===== src/hw/rtl/bbc_pkg.sv =====
// ---------------------------------------------------------------------------
// bbc_pkg: shared types and constants for the buffer cache slot manager
// Request and status codes, the stored slot entry and controller signals.
// ---------------------------------------------------------------------------
package bbc_pkg;

  localparam int NUM_SLOTS_DEF = 32;

  localparam int SLOT_W   = 5;
  localparam int DEV_W    = 8;
  localparam int BLK_W    = 32;
  localparam int CNT_W    = 16;
  localparam int STAMP_W  = 32;
  localparam int S_DATA_W = 80;
  localparam int S_USER_W = 2;
  localparam int M_DATA_W = 16;

  typedef enum logic [1:0] {
    REQ_GET     = 2'd0,
    REQ_RELEASE = 2'd1,
    REQ_PIN     = 2'd2,
    REQ_UNPIN   = 2'd3
  } req_e;

  typedef enum logic [1:0] {
    STAT_OK     = 2'd0,
    STAT_NOFREE = 2'd1,
    STAT_UNDER  = 2'd2
  } status_e;

  typedef enum logic [2:0] {
    S_IDLE,
    S_SCAN,
    S_SCAN_END,
    S_LOOKUP,
    S_MODIFY,
    S_DONE
  } state_e;

  typedef struct packed {
    logic [DEV_W-1:0]   dev;
    logic [BLK_W-1:0]   blk;
    logic [CNT_W-1:0]   cnt;
    logic [STAMP_W-1:0] stamp;
  } entry_t;

  typedef struct packed {
    status_e           status;
    logic              fill;
    logic              hit;
    logic [SLOT_W-1:0] slot;
  } result_t;

  typedef struct packed {
    logic accept;
    logic scan_rd;
    logic modify;
    logic push;
  } cmd_t;

  typedef struct packed {
    logic in_get;
    logic scan_last;
    logic out_free;
  } stat_t;

endpackage


===== src/hw/rtl/bbc_ctrl.sv =====
// ---------------------------------------------------------------------------
// bbc_ctrl: request sequencer
// Steps a request through tag scan (gets only), target read, update and result hand-off.
// ---------------------------------------------------------------------------
module bbc_ctrl
  import bbc_pkg::*;
(
  input  logic  clk_i,
  input  logic  rst_ni,
  input  logic  req_valid_i,
  output logic  req_ready_o,
  input  stat_t stat_i,
  output cmd_t  cmd_o
);

  state_e state_q, state_d;

  always_ff @(posedge clk_i or negedge rst_ni) begin
    if (!rst_ni) begin
      state_q <= S_IDLE;
    end else begin
      state_q <= state_d;
    end
  end

  always_comb begin
    state_d = state_q;
    case (state_q)
      S_IDLE: begin
        if (req_valid_i) begin
          state_d = stat_i.in_get ? S_SCAN : S_LOOKUP;
        end
      end
      S_SCAN: begin
        if (stat_i.scan_last) begin
          state_d = S_SCAN_END;
        end
      end
      S_SCAN_END: state_d = S_LOOKUP;
      S_LOOKUP:   state_d = S_MODIFY;
      S_MODIFY:   state_d = S_DONE;
      S_DONE: begin
        if (stat_i.out_free) begin
          state_d = S_IDLE;
        end
      end
      default:    state_d = S_IDLE;
    endcase
  end

  always_comb begin
    cmd_o       = '0;
    req_ready_o = 1'b0;
    case (state_q)
      S_IDLE: begin
        req_ready_o  = 1'b1;
        cmd_o.accept = req_valid_i;
      end
      S_SCAN:   cmd_o.scan_rd = 1'b1;
      S_MODIFY: cmd_o.modify  = 1'b1;
      S_DONE:   cmd_o.push    = stat_i.out_free;
      default: begin
        cmd_o = '0;
      end
    endcase
  end

endmodule


===== src/hw/rtl/bbc_datapath.sv =====
// ---------------------------------------------------------------------------
// bbc_datapath: slot store, scan trackers and result register
// Holds the slot entries in a memory, tracks hit and victim during the scan
// and applies the read-modify-write of the addressed slot.
// ---------------------------------------------------------------------------
module bbc_datapath
  import bbc_pkg::*;
#(
  parameter int NUM_SLOTS = NUM_SLOTS_DEF
) (
  input  logic              clk_i,
  input  logic              rst_ni,
  input  req_e              req_type_i,
  input  logic [DEV_W-1:0]  device_i,
  input  logic [BLK_W-1:0]  block_number_i,
  input  logic [SLOT_W-1:0] slot_index_i,
  input  logic [STAMP_W-1:0] now_i,
  input  cmd_t              cmd_i,
  output stat_t             stat_o,
  output logic              out_valid_o,
  input  logic              out_ready_i,
  output result_t           out_o
);

  localparam int IDXW = $clog2(NUM_SLOTS);
  localparam logic [CNT_W-1:0] CNT_MAX = '1;

  // latched request
  req_e               req_type_q;
  logic [DEV_W-1:0]   device_q;
  logic [BLK_W-1:0]   block_q;
  logic [SLOT_W-1:0]  slot_idx_q;
  logic [STAMP_W-1:0] now_q;
  logic               in_range_q;

  // slot store
  entry_t                 mem_q [NUM_SLOTS];
  logic [NUM_SLOTS-1:0]   ent_valid_q;
  logic [NUM_SLOTS-1:0]   dv_q;

  logic [IDXW-1:0] ptr_q;
  logic [IDXW-1:0] rd_addr;
  entry_t          rd_q;
  logic [IDXW-1:0] rd_idx_q;
  logic            rd_ev_q, rd_dv_q;
  logic            eval_q;
  entry_t          ent;

  // scan trackers
  logic               found_q;
  logic [IDXW-1:0]    match_q;
  logic               vfound_q;
  logic [IDXW-1:0]    vidx_q;
  logic [STAMP_W-1:0] vstamp_q;

  logic    wr_en;
  entry_t  wr_ent;
  result_t res_d, res_q;
  result_t out_q;
  logic    out_valid_q;

  assign stat_o.in_get    = (req_type_i == REQ_GET);
  assign stat_o.scan_last = (ptr_q == IDXW'(NUM_SLOTS - 1));
  assign stat_o.out_free  = !out_valid_q || out_ready_i;

  always_ff @(posedge clk_i) begin
    if (cmd_i.accept) begin
      req_type_q <= req_type_i;
      device_q   <= device_i;
      block_q    <= block_number_i;
      slot_idx_q <= slot_index_i;
      now_q      <= now_i;
      in_range_q <= (int'(slot_index_i) < NUM_SLOTS);
    end
  end

  always_comb begin
    if (cmd_i.scan_rd) begin
      rd_addr = ptr_q;
    end else if (req_type_q == REQ_GET) begin
      rd_addr = found_q ? match_q : vidx_q;
    end else if (in_range_q) begin
      rd_addr = IDXW'(slot_idx_q);
    end else begin
      rd_addr = '0;
    end
  end

  always_ff @(posedge clk_i) begin
    rd_q <= mem_q[rd_addr];
    if (cmd_i.modify && wr_en) begin
      mem_q[rd_idx_q] <= wr_ent;
    end
  end

  always_ff @(posedge clk_i or negedge rst_ni) begin
    if (!rst_ni) begin
      rd_idx_q    <= '0;
      rd_ev_q     <= 1'b0;
      rd_dv_q     <= 1'b0;
      eval_q      <= 1'b0;
      ptr_q       <= '0;
      ent_valid_q <= '0;
      dv_q        <= '0;
    end else begin
      rd_idx_q <= rd_addr;
      rd_ev_q  <= ent_valid_q[rd_addr];
      rd_dv_q  <= dv_q[rd_addr];
      eval_q   <= cmd_i.scan_rd;
      if (cmd_i.accept) begin
        ptr_q <= '0;
      end else if (cmd_i.scan_rd) begin
        ptr_q <= IDXW'(ptr_q + 1'b1);
      end
      if (cmd_i.modify && wr_en) begin
        ent_valid_q[rd_idx_q] <= 1'b1;
        // every write comes from a get or a count change; only get sets it
        if (req_type_q == REQ_GET) begin
          dv_q[rd_idx_q] <= 1'b1;
        end
      end
    end
  end

  // never-written entries read as the reset value
  assign ent = rd_ev_q ? rd_q : '0;

  always_ff @(posedge clk_i or negedge rst_ni) begin
    if (!rst_ni) begin
      found_q  <= 1'b0;
      match_q  <= '0;
      vfound_q <= 1'b0;
      vidx_q   <= '0;
      vstamp_q <= '0;
    end else if (cmd_i.accept) begin
      found_q  <= 1'b0;
      match_q  <= '0;
      vfound_q <= 1'b0;
      vidx_q   <= '0;
      vstamp_q <= '0;
    end else if (eval_q) begin
      if (!found_q && ent.dev == device_q && ent.blk == block_q) begin
        found_q <= 1'b1;
        match_q <= rd_idx_q;
      end
      // strict less keeps the lowest slot on equal stamps
      if (ent.cnt == '0 && (!vfound_q || ent.stamp < vstamp_q)) begin
        vfound_q <= 1'b1;
        vidx_q   <= rd_idx_q;
        vstamp_q <= ent.stamp;
      end
    end
  end

  always_comb begin
    wr_en  = 1'b0;
    wr_ent = ent;
    res_d  = '{status: STAT_OK, fill: 1'b0, hit: 1'b0, slot: slot_idx_q};
    case (req_type_q)
      REQ_GET: begin
        if (found_q) begin
          wr_en = 1'b1;
          if (ent.cnt != CNT_MAX) begin
            wr_ent.cnt = ent.cnt + 1'b1;
          end
          res_d = '{status: STAT_OK, fill: !rd_dv_q, hit: 1'b1,
                    slot: SLOT_W'(rd_idx_q)};
        end else if (vfound_q) begin
          wr_en      = 1'b1;
          wr_ent.dev = device_q;
          wr_ent.blk = block_q;
          wr_ent.cnt = CNT_W'(1);
          res_d = '{status: STAT_OK, fill: 1'b1, hit: 1'b0,
                    slot: SLOT_W'(rd_idx_q)};
        end else begin
          res_d = '{status: STAT_NOFREE, fill: 1'b0, hit: 1'b0, slot: '0};
        end
      end
      REQ_PIN: begin
        if (in_range_q && ent.cnt != CNT_MAX) begin
          wr_en      = 1'b1;
          wr_ent.cnt = ent.cnt + 1'b1;
        end
      end
      default: begin
        if (in_range_q) begin
          if (ent.cnt == '0) begin
            res_d.status = STAT_UNDER;
          end else begin
            wr_en      = 1'b1;
            wr_ent.cnt = ent.cnt - 1'b1;
            if (req_type_q == REQ_RELEASE && ent.cnt == CNT_W'(1)) begin
              wr_ent.stamp = now_q;
            end
          end
        end
      end
    endcase
  end

  always_ff @(posedge clk_i) begin
    if (cmd_i.modify) begin
      res_q <= res_d;
    end
    if (cmd_i.push) begin
      out_q <= res_q;
    end
  end

  always_ff @(posedge clk_i or negedge rst_ni) begin
    if (!rst_ni) begin
      out_valid_q <= 1'b0;
    end else if (cmd_i.push) begin
      out_valid_q <= 1'b1;
    end else if (out_ready_i) begin
      out_valid_q <= 1'b0;
    end
  end

  assign out_valid_o = out_valid_q;
  assign out_o       = out_q;

endmodule


===== src/hw/rtl/block_buffer_cache_lru_unit.sv =====
// ---------------------------------------------------------------------------
// block_buffer_cache_lru_unit: buffer cache slot manager with LRU recycling
// Fully associative get/release/pin/unpin over NUM_SLOTS reference-counted
// slots; one result per request.
// ---------------------------------------------------------------------------
// Usage:
//   Requests enter on the s_axis channel, the kind in tuser; each one gives
//   exactly one result on the m_axis channel.
//   One request is handled at a time. A get reads every slot through one
//   memory port, one slot a cycle, tracking the first tag match and the
//   oldest unreferenced slot, then reads and rewrites the chosen slot.
//   Release, pin and unpin skip the scan and go straight to the addressed slot.
//   The result sits in an output register; the next request is taken while
//   it waits, but that request's result holds until the register frees.
//   A stalled receiver therefore stops the block after one more request.
//   Reset empties the output register and returns every slot to tag
//   device 0, block 0, count 0, stamp 0, data not valid at once, through
//   one valid flag per slot; no clearing pass.
// ---------------------------------------------------------------------------
module block_buffer_cache_lru_unit
  import bbc_pkg::*;
#(
  parameter int NUM_SLOTS = NUM_SLOTS_DEF
) (
  input  logic                clk_i,
  input  logic                rst_ni,
  input  logic                s_axis_tvalid,
  output logic                s_axis_tready,
  // device [7:0], block_number [39:8], slot_index [44:40], now [76:45]
  input  logic [S_DATA_W-1:0] s_axis_tdata,
  // req_type [1:0]
  input  logic [S_USER_W-1:0] s_axis_tuser,
  output logic                m_axis_tvalid,
  input  logic                m_axis_tready,
  // slot [4:0], hit [5], needs_fill [6], status [8:7]
  output logic [M_DATA_W-1:0] m_axis_tdata
);

  cmd_t    cmd;
  stat_t   stat;
  result_t res;

  bbc_ctrl u_ctrl (
    .clk_i       (clk_i),
    .rst_ni      (rst_ni),
    .req_valid_i (s_axis_tvalid),
    .req_ready_o (s_axis_tready),
    .stat_i      (stat),
    .cmd_o       (cmd)
  );

  bbc_datapath #(
    .NUM_SLOTS (NUM_SLOTS)
  ) u_datapath (
    .clk_i          (clk_i),
    .rst_ni         (rst_ni),
    .req_type_i     (req_e'(s_axis_tuser)),
    .device_i       (s_axis_tdata[7:0]),
    .block_number_i (s_axis_tdata[39:8]),
    .slot_index_i   (s_axis_tdata[44:40]),
    .now_i          (s_axis_tdata[76:45]),
    .cmd_i          (cmd),
    .stat_o         (stat),
    .out_valid_o    (m_axis_tvalid),
    .out_ready_i    (m_axis_tready),
    .out_o          (res)
  );

  assign m_axis_tdata = {7'b0, res.status, res.fill, res.hit, res.slot};

endmodule


===== config.mk =====
export PLATFORM = sky130hd
export DESIGN_NAME = block_buffer_cache_lru_unit
export DESIGN_NICKNAME = d
export VERILOG_FILES = /design/src/hw/rtl/bbc_pkg.sv /design/src/hw/rtl/bbc_ctrl.sv /design/src/hw/rtl/bbc_datapath.sv /design/src/hw/rtl/block_buffer_cache_lru_unit.sv
export SDC_FILE = /design/constraint.sdc
export NUM_CORES = 2
export LEC_CHECK = 0
export BUFFER_PORTS_ARGS = -buffer_cell sky130_fd_sc_hd__buf_2
export CAP_MARGIN = 15
export CORE_ASPECT_RATIO = 1.1
export CORE_UTILIZATION = 60
export DETAILED_ROUTE_END_ITERATION = 6
export PLACE_DENSITY = 0.76
export SETUP_SLACK_MARGIN = 0.2
export SYNTH_ARGS = -nofsm -noshare
export SYNTH_HDL_FRONTEND = slang
export SYNTH_SLANG_ARGS = --single-unit

===== constraint.sdc =====
create_clock -name clk_i -period 9.55 [get_ports clk_i]
set_input_delay 0 -clock clk_i [delete_from_list [all_inputs] [get_ports clk_i]]
set_output_delay 0 -clock clk_i [all_outputs]
set_load 0.05 [all_outputs]

==> flow_metrics.tcl <==
set metrics [dict create \
    ys_seq_elements 3126 \
    cap_violations 0 \
    worst_hold_path_type "primary input to flip-flop" \
    min_to "u_ctrl.state_q[0]" \
    core-area_um2 204000 \
    hpwl_mm 165 \
    post-route-drc-count 0 \
    r2r_cells 11 \
    worstSetupStartpointType "flip-flop" \
    drt_iter0_markers 12700 \
    synth_area_per_cell_um2 14.7 \
    period_share_pct 67.9 \
    io_pins 104 \
    maxSlewHeadroom_pct -8.36 \
    nFillCells 12900 \
    cp_data_required_time_ps 10380 \
    first_pass_iters 6 \
    power.leakage_nw 47.1 \
    synth_top_family_by_area "simple AND/OR/NAND/NOR gates" \
    die_h_um 478 \
    async_flop_share_pct 4.00 \
    worstMarginPinSlew_ps 1630 \
    min_period_ps 6480 \
    rows 174 \
    r2r_start "u_ctrl.state_q[2]" \
    utilization_pct 67.8 \
    ant_nets 0 \
    rsz0062_at_grt "no" \
    fin_hold_ws_ps 83.8 \
    cts_tree "built" \
    syn_area_um2 123000 \
    grt_max_degree 275 \
    wire_per_inst_um 31.0 \
    cp_max_fo 138 \
    drt_wl_total_mm 357 \
    final_common_cell "edfxtp_1" \
    cts.sinks 3126 \
    cts.clk_slew.worst_paths_ps 70 \
    reg2reg_to "u_datapath.rd_q[48]" \
    cts_root_buf "clkbuf_16" \
    dieWidth_um 435 \
    grt.total_usage_pct 34.0 \
    power_mw 46.1 \
    hold_violations 0 \
    skew_ps 57.4 \
    grt_first_pass_wirelength_mm 509 \
    final_cells 11500 \
    synth_compound_area_share_pct 7.20 \
    critPathKind "flip-flop to flip-flop" \
    ys_seq_area_share_pct 74.8 \
    synthXorXnorAreaFrac_pct 0.113 \
    holdCritStartpoint "m_axis_tready" \
    start_util_pct 60.4 \
    postPlaceCellArea_um2 127000 \
    slew_viol_final 68 \
    globalplace.congestion 0.895 \
    die_area_um2 208000 \
    ys_dominant_reg_cell "edfxtp_1" \
    grt_pass1_vias 75500 \
    peakVddDrop_uv 523 \
    syn_to_final_growth_pct 12.2 \
    synth_cell_type_count 82 \
    vias 79100 \
    cp-end-kind "flip-flop" \
    dp.cells 10800 \
    drive_gt1_share_pct 9.89 \
    synth_warnings 0 \
    status "finished, violations left" \
    crit_arrival_ps 7310 \
    setup_tns_ps 0 \
    synthCells 8416 \
    cts_made_buffers 304 \
    synthSimpleGateAreaFrac_pct 10.5 \
    htree_levels 5 \
    fin_ws_ps 3070 \
    grt_overflow 0 \
    synth_fa_ha_area_share_pct 0.375 \
    fmax_mhz 154 \
    final_area_um2 139000 \
    fin_nets 8687 \
    final_cell_mix "2913 x edfxtp_1, 1528 x nand2_1, 461 x mux2i_1, 395 x and3_1" \
    synth.area.mux_share_pct 4.68 \
    insertion_delay_ps 950 \
    setup_violations 0 \
    cts_setup_buffers 0 \
    rrSetupSlack_ps 3070 \
    antenna_found_initial 9 \
    p_per_area_nw_per_um2 333 \
    violations "slew limit" \
    routed_via_density 6.87 \
    worstHoldPathCells 5 \
    io_buffers 93 \
    clockBufferDepth 4 \
    synth_edf_count 2913 \
    place_ws_ps 3130 \
]
-- routing by layer --
metal | GRT usage, % | vias up | part of all wire (%) | routed length, um
li1 | - | 32600 | - | -
met1 | 44.8 | 39000 | 34 | 123000
met2 | 52.7 | 6203 | 46 | 165000
met3 | 7.87 | 1282 | 13 | 47000
met4 | 18.6 | 10 | 6.1 | 21900
met5 | 0 | - | 0.021 | 76
-- sequential cells by signal, indices dropped and copies added, names as in the netlist, 2 cells and up --
name,cells
u_datapath.out_o,9
u_datapath.dv_q,32
u_datapath.res_q,9
u_datapath.vidx_q,5
u_datapath.match_q,5
u_ctrl.state_q,3
u_datapath.rd_q,88
u_datapath.req_type_q,2
u_datapath.now_q,32
u_datapath.ent_valid_q,32
u_datapath.rd_idx_q,5
u_datapath.device_q,8
u_datapath.ptr_q,5
u_datapath.vstamp_q,32
u_datapath.mem_q,2816
u_datapath.block_q,32
u_datapath.slot_idx_q,5
-- Yosys cell counts (88+ instances only) --
cell type | number | area [um2]
a21oi_1 | 223 | 1120
edfxtp_1 | 2913 | 87500
clkbuf_1 | 349 | 1310
and3_1 | 396 | 2480
nand2_1 | 1533 | 5750
nor4_1 | 163 | 1020
mux2i_1 | 461 | 4610
a211oi_1 | 391 | 2940
o22ai_1 | 91 | 569
buf_2 | 156 | 781
a31oi_1 | 104 | 651
nand4_1 | 96 | 601
a32oi_1 | 95 | 832
dfxtp_1 | 88 | 1760
nand3_1 | 391 | 1960
dfrtp_1 | 125 | 3130
-- area by class of cell --
cell class / instances / area, um2 / share of cell area, %
flip-flops and latches: 3126 / 92400 / 66.7
multi-input cells: 4627 / 28800 / 20.8
diodes: 2 / 5.00 / 0.00361
clock buffers: 413 / 8520 / 6.15
repair buffers: 434 / 4030 / 2.91
clock inverters: 117 / 1090 / 0.785
well taps: 2728 / 3410 / 2.46
inverters: 71 / 302 / 0.218
-- where the power goes --
part           internal [mW]  total [mW]  switching, mW  leakage [nW]
sequential              17.6        18.2          0.557          29.0
combinational           4.65        16.1           11.5          13.4
clock                   6.80        11.7           4.95          4.71
total                   29.1        46.1           17.0          47.1
-- cell families after synthesis --
family          count (synthesis)
other cells                     1
simple gates                 2783
fa+ha+maj                      37
compound gates               1254
buf+inv                       669
mux                           530
xor+xnor                       16
flops                        3126
-- repair_timing --
| action | 4_1_cts | 5_1_grt |
|---|---|---|
| hold buffers | 165 | 0 |
| resized for setup | 0 | 0 |
| endpoints found under the hold margin | 229 | 0 |
-- worst max path at each step --
stage                             from                     end  slack (ps)  cells past startpoint
global placement     u_ctrl.state_q[0]     u_datapath.rd_q[48]        3240                     11
global route         u_ctrl.state_q[2]     u_datapath.rd_q[76]        2670                     11
finish               u_ctrl.state_q[2]     u_datapath.rd_q[48]        3070                     11
floorplan           u_datapath.rd_ev_q  u_datapath.mem_q[0][0]        2260                     14
detailed placement   u_ctrl.state_q[2]     u_datapath.rd_q[48]        3130                     11
CTS                  u_ctrl.state_q[2]     u_datapath.rd_q[48]        3090                     11
-- worst max-delay path, stage by stage (launching register included) --
cell and delay (ps):
dfrtp_1 500, or3b_1 560, clkinv_2 550, nand2_8 670, and2_4 670, buf_4 850
buf_4 820, buf_4 710, nand2_1 130, a32oi_1 230, a31oi_1 160, a2111oi_2 350
(Power assumes the default switching activity.)
